**src/rtl/core/assert_macros.svh**
```systemverilog
// ----------------------------------------------------------------------------
// assert_macros
// Assertion macros for the rtl core. Each macro checks on the rising edge
// of clk and is off while rst is high.
// ----------------------------------------------------------------------------
`ifndef ASSERT_MACROS_SVH
`define ASSERT_MACROS_SVH

// property holds at every clock edge
`define ASSERT_ALWAYS(lbl, expr, msg) \
  lbl: assert property (@(posedge clk) disable iff (rst) (expr)) else $error(msg);

// consequent holds in the same cycle as the antecedent
`define ASSERT_SAME(lbl, ante, cons, msg) \
  lbl: assert property (@(posedge clk) disable iff (rst) (ante) |-> (cons)) else $error(msg);

// consequent holds in the cycle after the antecedent
`define ASSERT_NEXT(lbl, ante, cons, msg) \
  lbl: assert property (@(posedge clk) disable iff (rst) (ante) |=> (cons)) else $error(msg);

`endif

```
**src/rtl/core/pkt_pkg.sv**
```systemverilog
// ----------------------------------------------------------------------------
// pkt_pkg
// Shared widths, constants and result codes of the held-key tracker.
// ----------------------------------------------------------------------------
`timescale 1ns / 1ps

package pkt_pkg;

  // default number of list slots
  localparam int KEY_SLOTS_DEF = 8;

  // field widths
  localparam int RAW_W    = 8;
  localparam int CODE_W   = 7;
  localparam int STATUS_W = 3;
  localparam int HCOUNT_W = 4;
  localparam int SLOT_W   = 3;

  // scancode layout
  localparam int REL_POS = 7;

  // result status codes
  localparam logic [STATUS_W-1:0] ST_ADDED   = 3'd0;
  localparam logic [STATUS_W-1:0] ST_HELD    = 3'd1;
  localparam logic [STATUS_W-1:0] ST_FULL    = 3'd2;
  localparam logic [STATUS_W-1:0] ST_REMOVED = 3'd3;
  localparam logic [STATUS_W-1:0] ST_MISSING = 3'd4;

endpackage

```
**src/rtl/core/pressed_key_set_tracker.sv**
```systemverilog
// ----------------------------------------------------------------------------
// pressed_key_set_tracker
// Ordered list of held key codes, updated from press/release scancodes
// by a small sequencer that walks one slot memory.
// ----------------------------------------------------------------------------
//  channel | signals                                          | direction
//  --------+--------------------------------------------------+----------
//  in      | in_valid, in_ready, raw_byte                     | sink
//  out     | out_valid, out_ready, status, held_count, slot,  | source
//          | key_code, error_latched                          |
//
//  Search reads one slot per cycle from the slot memory (registered data). A
//  release then moves each later entry down a slot with one read and one write
//  state. in_ready is high only while idle; a result stalled by out_ready waits
//  in the output register while the next item runs. Reset clears the count and
//  the error flag; slot contents need no clearing.
// ----------------------------------------------------------------------------
`timescale 1ns / 1ps

module pressed_key_set_tracker #(
  parameter int KEY_SLOTS = pkt_pkg::KEY_SLOTS_DEF
) (
  input  logic                          clk,
  input  logic                          rst,
  input  logic                          in_valid,
  output logic                          in_ready,
  input  logic [pkt_pkg::RAW_W-1:0]     raw_byte,
  output logic                          out_valid,
  input  logic                          out_ready,
  output logic [pkt_pkg::STATUS_W-1:0]  status,
  output logic [pkt_pkg::HCOUNT_W-1:0]  held_count,
  output logic [pkt_pkg::SLOT_W-1:0]    slot,
  output logic [pkt_pkg::CODE_W-1:0]    key_code,
  output logic                          error_latched
);

  import pkt_pkg::*;

  `include "assert_macros.svh"

  localparam int IW = (KEY_SLOTS > 1) ? $clog2(KEY_SLOTS) : 1;
  localparam int CW = $clog2(KEY_SLOTS + 1);
  localparam logic [CW-1:0] SLOTS_CNT = CW'(KEY_SLOTS);

  // sequencer states
  localparam logic [2:0] S_IDLE     = 3'd0;
  localparam logic [2:0] S_SEARCH   = 3'd1;
  localparam logic [2:0] S_SHIFT_RD = 3'd2;
  localparam logic [2:0] S_SHIFT_WR = 3'd3;
  localparam logic [2:0] S_FINISH   = 3'd4;

  logic [2:0]          state;
  logic [CW-1:0]       count;
  logic                err;
  logic [CW-1:0]       scan;
  logic                cmp_vld;
  logic [IW-1:0]       cmp_idx;
  logic [IW-1:0]       k;
  logic [CODE_W-1:0]   code;
  logic                rel;
  logic [STATUS_W-1:0] res_status;
  logic [IW-1:0]       res_slot;

  // slot memory
  logic [CODE_W-1:0] mem [KEY_SLOTS];
  logic [CODE_W-1:0] rd_data;
  logic [IW-1:0]     mem_ra;
  logic [IW-1:0]     mem_wa;
  logic [CODE_W-1:0] mem_wd;
  logic              mem_we;

  logic          hit;
  logic          miss;
  logic          issue;
  logic [CW:0]   k_up;
  logic          shift_more;
  logic          can_add;
  logic          out_load;
  logic [CW+HCOUNT_W-1:0] count_ext;
  logic [IW+SLOT_W-1:0]   slot_ext;

  // search compare and next-read decisions
  assign hit        = (state == S_SEARCH) && cmp_vld && (rd_data == code);
  assign miss       = (state == S_SEARCH) && !cmp_vld && (scan >= count);
  assign issue      = (state == S_SEARCH) && !hit && (scan < count);
  assign k_up       = (CW + 1)'(k) + 1'b1;
  assign shift_more = k_up < {1'b0, count};
  assign can_add    = count < SLOTS_CNT;
  assign in_ready   = (state == S_IDLE);
  assign out_load   = (state == S_FINISH) && (!out_valid || out_ready);
  assign count_ext  = {{HCOUNT_W{1'b0}}, count};
  assign slot_ext   = {{SLOT_W{1'b0}}, res_slot};

  // memory port addressing
  always_comb begin
    mem_ra = scan[IW-1:0];
    mem_we = 1'b0;
    mem_wa = count[IW-1:0];
    mem_wd = code;
    case (state)
      S_SEARCH: begin
        mem_ra = scan[IW-1:0];
        if (miss && !rel && can_add) begin
          mem_we = 1'b1;
          mem_wa = count[IW-1:0];
          mem_wd = code;
        end
      end
      S_SHIFT_RD: begin
        mem_ra = k_up[IW-1:0];
      end
      S_SHIFT_WR: begin
        mem_we = 1'b1;
        mem_wa = k;
        mem_wd = rd_data;
      end
      default: begin
        mem_ra = scan[IW-1:0];
      end
    endcase
  end

  always_ff @(posedge clk) begin
    if (mem_we) begin
      mem[mem_wa] <= mem_wd;
    end
    rd_data <= mem[mem_ra];
  end

  // control sequencer
  always_ff @(posedge clk) begin
    if (rst) begin
      state     <= S_IDLE;
      count     <= '0;
      err       <= 1'b0;
      scan      <= '0;
      cmp_vld   <= 1'b0;
      out_valid <= 1'b0;
    end else begin
      // result register valid flag
      if (out_load) begin
        out_valid <= 1'b1;
      end else if (out_valid && out_ready) begin
        out_valid <= 1'b0;
      end
      case (state)
        S_IDLE: begin
          if (in_valid) begin
            scan    <= '0;
            cmp_vld <= 1'b0;
            state   <= S_SEARCH;
          end
        end
        S_SEARCH: begin
          cmp_vld <= issue;
          if (issue) begin
            scan <= scan + 1'b1;
          end
          if (hit) begin
            state <= rel ? S_SHIFT_RD : S_FINISH;
          end else if (miss) begin
            if (rel) begin
              err <= 1'b1;
            end else if (can_add) begin
              count <= count + 1'b1;
            end
            state <= S_FINISH;
          end
        end
        S_SHIFT_RD: begin
          if (shift_more) begin
            state <= S_SHIFT_WR;
          end else begin
            count <= count - 1'b1;
            state <= S_FINISH;
          end
        end
        S_SHIFT_WR: begin
          state <= S_SHIFT_RD;
        end
        S_FINISH: begin
          if (out_load) begin
            state <= S_IDLE;
          end
        end
        default: begin
          state <= S_IDLE;
        end
      endcase
    end
  end

  // item payload and result registers
  always_ff @(posedge clk) begin
    if (state == S_IDLE && in_valid) begin
      code <= raw_byte[CODE_W-1:0];
      rel  <= raw_byte[REL_POS];
    end
    if (state == S_SEARCH) begin
      cmp_idx <= scan[IW-1:0];
    end
    if (hit) begin
      res_slot   <= cmp_idx;
      k          <= cmp_idx;
      res_status <= rel ? ST_REMOVED : ST_HELD;
    end else if (miss) begin
      if (rel) begin
        res_status <= ST_MISSING;
        res_slot   <= '0;
      end else if (can_add) begin
        res_status <= ST_ADDED;
        res_slot   <= count[IW-1:0];
      end else begin
        res_status <= ST_FULL;
        res_slot   <= '0;
      end
    end
    if (state == S_SHIFT_WR) begin
      k <= k_up[IW-1:0];
    end
    if (out_load) begin
      status        <= res_status;
      held_count    <= count_ext[HCOUNT_W-1:0];
      slot          <= slot_ext[SLOT_W-1:0];
      key_code      <= code;
      error_latched <= err;
    end
  end

  // checks
  `ASSERT_ALWAYS(a_count_bound, count <= SLOTS_CNT, "held count above slot count")
  `ASSERT_NEXT(a_busy_after_in, in_valid && in_ready, !in_ready, "ready while item in work")
  `ASSERT_SAME(a_out_from_finish, $rose(out_valid), $past(state) == S_FINISH, "result without finish")
  `ASSERT_ALWAYS(a_err_sticky, !$fell(err), "release error flag cleared")

endmodule
```
**config.mk**
```make
export PLATFORM = sky130hd
export DESIGN_NAME = pressed_key_set_tracker
export DESIGN_NICKNAME = d
export VERILOG_FILES = /design/src/rtl/core/pkt_pkg.sv /design/src/rtl/core/pressed_key_set_tracker.sv
export VERILOG_INCLUDE_DIRS = /design/src /design/src/rtl/core
export SDC_FILE = /design/constraint.sdc
export NUM_CORES = 1
export LEC_CHECK = 0
export ABC_AREA = 0
export ABC_CLOCK_PERIOD_IN_PS = 3300
export BUFFER_PORTS_ARGS = -buffer_cell sky130_fd_sc_hd__buf_4
export CAP_MARGIN = 10
export CORE_ASPECT_RATIO = 1.4
export CORE_UTILIZATION = 55
export CTS_BUF_LIST = sky130_fd_sc_hd__clkbuf_4 sky130_fd_sc_hd__clkbuf_8
export DETAILED_ROUTE_END_ITERATION = 16
export PLACE_DENSITY = 0.75
export RECOVER_POWER = 25
export SYNTH_ARGS = -nofsm -noshare
export SYNTH_HDL_FRONTEND = slang
export SYNTH_SLANG_ARGS = --single-unit
```
**constraint.sdc**
```tcl
create_clock -name clk -period 3.3 [get_ports clk]
set_clock_uncertainty 0.2 [all_clocks]
set_input_delay 0.66 -clock clk [delete_from_list [all_inputs] [get_ports clk]]
set_output_delay 0.66 -clock clk [all_outputs]
set_load 0.005 [all_outputs]
```
==> out/results.md <==
## Floorplanning
• die outline area: 9290 um^2
• number of I/O pins: 32
• floorplan die width: 81.8 um
• placeable core region: 8610 um^2
• Starting Density: 56.9%
• die height: 114 um
• number of core rows: 40

## Flow run
• max cap viols: 0

## GRT
• wire length of the first global-routing pass: 15800 um
• All-Layer GR Usage: 24.6%
• antenna violations before repair: 0
• vias in the first global route: 3046
• GRT overflow: 0
• maximum number of pins on one net before global-route repair: 29

## Timing
• min setup slack post-route: 0.158 ns
• final number of max-transition violations: 0
• number of setup violations in the final report: 0
• Tmin final: 3.14 ns
• RSZ-0062 raised after global routing: yes
• hold violation count in the final report: 0
• achievable clock frequency: 318 MHz
• final worst-path cycle share: 95.2%
• Least-Margin Pin Slew: 1.15 ns
• Slew headroom: 23.2%

## Finish
• final-stage net count: 409
• share of post-route cells with drive strength above 1: 21.1%
• count of antenna diodes in the layout: 0
• area growth from synthesis to layout: 13.7%
• fin cells: 503

## Worst setup path
• Critical Path Source Type: register
• data required time at the worst endpoint: 3.16 ns
• worst setup path category: reg -> reg
• worst endpoint data arrival time: 3.01 ns
• launch instance of the worst register-to-register path: count[3]
• crit end category: register
• launch point of the worst path: count[3]
• crit-path max FO: 7

## Yosys
• share of the synthesized netlist area taken by xor and xnor gates: 1.97%
• ranking of synthesized cells by area: edfxtp_1 58%, dfxtp_1 8.6%, mux2i_1 6.5%, ha_1 2.8%, nor2_1 2.1%
• Syn Inst Count: 341
• sequential share of the synthesized area: 66.2%
• number of synthesis warnings: 0
• post-synth top area share: 57.6%
• main combinational cell family by area after synthesis: simple AND/OR/NAND/NOR gates
• number of synthesized flops with an enable pin: 94
• simple-gate share of the synthesized area: 8.89%
• number of storage elements in the synthesis netlist: 115
• Post-Synth Adder-Cell Area: 3.22%
• top flip-flop cell by instance count after synthesis: edfxtp_1
• Mapped Nets: 365
• multiplexer area fraction after synthesis: 8.38%
• post-synthesis compound-gate area fraction: 8.35%
• asr flop ratio synth: 0%
• cell accounting for the most synthesized area: edfxtp_1
• Distinct cells, synth: 52
• Synth Cell Area: 4900 um^2
• average size of a mapped cell: 14.4 um^2

## Power
• switching share of power: 26.2%
• Pwr per Cell Area: 601 nW/um^2
• Static Leakage: 2.16 nW
• Int Pwr: 0.00247 W
• sequential power share: 52.6%
• switching pwr: 0.000876 W
• worst vdd ir: 0.000379 V
• clock network fraction of total power: 36.6%
• portion of total power attributed to combinational logic: 10.7%

## Placed design
• total of buffers placed on input and output ports: 31
• gpl congestion: 0.941
• DP Wirelength: 7420 um
• worst slack, placed: 0.202 ns
• Placed Cells incl. Taps: 471

## CTS
• hold buffer count at cts: 0
• later-pin clock latency in the skew report: 0.43 ns
• clock slew at the register clock pins of the worst setup and hold paths: 0.08 ns
• buffers from clock root to sink, at most: 2
• clock tree from TritonCTS: yes
• H-tree Lvls: 4
• CTS sink cnt: 115
• total CTS buffers: 17
• master cell of the clock root buffer: clkbuf_8

## Drt
• Routed WL per cell: 20.4 um
• DRT Wirelength: 10300 um
• post-detailed-route via-to-cell ratio: 5.79
• DRC marker count from the first detailed-route iteration: 173
• DRC Markers: 0
• total vias in the final route: 2913
• DRT antenna net count: 0
• router iterations before antenna repair: 5

## Min path
• class of the worst hold path: in -> reg
• launch instance of the worst min-delay path: raw_byte[0]

## Outcome
• status: finished clean

-- per-stage QoR --
step                util (%)  power [W]  setup TNS [ns]  area, um^2  hold WS (ns)
floorplan                  -    0.00200               0        4900         0.200
global placement        60.4    0.00215               0        5200         0.204
detailed placement      60.4    0.00216               0        5200         0.205
CTS                     64.8    0.00337               0        5580         0.177
global route            64.7    0.00346           -2.08        5570         0.198
finish                  64.7    0.00334               0        5570         0.223
-- layer usage --
layer / GRT usage [%] / vias up / part of all wire (%)
li1: - / 1376 / -
met3: 7.04 / 30 / 4.0
met5: 0 / - / 0
met4: 14.5 / 0 / 4.1
met1: 26.3 / 1399 / 38
met2: 42.1 / 108 / 54
-- power groups by stage --
stage	logic, W	clock network, W	registers, W
2_1_floorplan	0.000223	0	0.00177
3_3_place_gp	0.000359	0	0.00179
3_5_place_dp	0.000367	0	0.00179
4_1_cts	0.000368	0.00124	0.00176
5_1_grt	0.000388	0.00130	0.00177
6_report	0.000359	0.00123	0.00176
-- critical path, cell delays in order, from the launching register on --
cell,delay [ns]
dfxtp_1,0.46
inv_1,0.15
ha_1,0.34
nand2_1,0.08
o21ai_0,0.36
o211ai_4,0.14
nor3_1,0.29
a22oi_1,0.27
nor2_1,0.50
-- placed cells by master (no fill, tap or decap), drive strengths merged, types with 2 or more instances in the layout --
cell	netlist	routed
o21ai	7	7
xnor2	11	11
a31oi	6	6
mux2i	32	32
mux2	8	8
clkinv	1	5
nand3	4	4
or3	2	2
nor4	2	2
ha	11	11
nor3b	4	4
clkbuf	3	41
inv	11	18
a21o	3	3
nor2	27	27
nand2b	2	2
nand3b	4	4
nand2	26	26
o211ai	2	2
nand4	2	2
and2	3	3
buf	7	13
and3	2	2
a21oi	14	14
nor3	4	4
edfxtp	94	94
a221oi	7	7
a22o	8	8
dfxtp	21	21
-- cells by family after synthesis --
family	count (synthesis)
DFF	115
xor gates and xnor gates	11
adders and majority gates	12
and+or+nand+nor	86
muxes	40
AOI/OAI and AO/OA	55
buffers and inverters	22
-- final timing paths --
| path | end | slack, ns | depth (start not counted) |
|---|---|---|---|
| max reg2reg | mem[5][2] | 0.16 | 8 |
| max | mem[5][2] | 0.16 | 8 |
| min reg2reg | status[2] | 0.22 | 0 |
| min | code[0] | 0.22 | 1 |
-- flip-flops by register name, indices dropped and copies added (netlist names), 3 cells and up --
| name | count |
|---|---|
| mem | 56 |
| code | 7 |
| key_code | 7 |
| rd_data | 7 |
| count | 4 |
| held_count | 4 |
| scan | 4 |
| cmp_idx | 3 |
| k | 3 |
| res_slot | 3 |
| res_status | 3 |
| slot | 3 |
| state | 3 |
| status | 3 |
-- cell usage after synthesis (2+ instances only) --
| master | instances |
|---|---|
| xnor2_1 | 11 |
| nand3_1 | 4 |
| nor3b_1 | 3 |
| a31oi_1 | 6 |
| nand2b_1 | 2 |
| nand4_1 | 2 |
| dfxtp_1 | 21 |
| mux2_2 | 8 |
| nand3b_1 | 4 |
| mux2i_1 | 32 |
| edfxtp_1 | 94 |
| and3_1 | 2 |
| nor3_1 | 4 |
| nor2_1 | 27 |
| a21o_1 | 3 |
| clkbuf_1 | 3 |
| a22o_1 | 8 |
| a21oi_1 | 14 |
| buf_6 | 4 |
| and2_1 | 2 |
| or3_1 | 2 |
| a221oi_1 | 6 |
| o21ai_0 | 6 |
| nand2_1 | 25 |
| inv_1 | 11 |
| ha_1 | 11 |
-- timing repair --
| action | CTS | global route |
|---|---|---|
| gates resized for setup | 0 | 2 |
| buffers inserted | 0 | 0 |
| endpoints found under the setup margin | 0 | 56 |
-- layout make-up --
cell class	count	area [um^2]
Sequential cell	115	3240
Fill cell	629	3040
Multi-Input combinational cell	204	1520
Clock buffer	19	255
Timing Repair Buffer	35	248
Tap cell	105	131
Clock inverter	13	123
Inverter	12	46.3
Note: power is estimated with default switching activity, not from simulation.
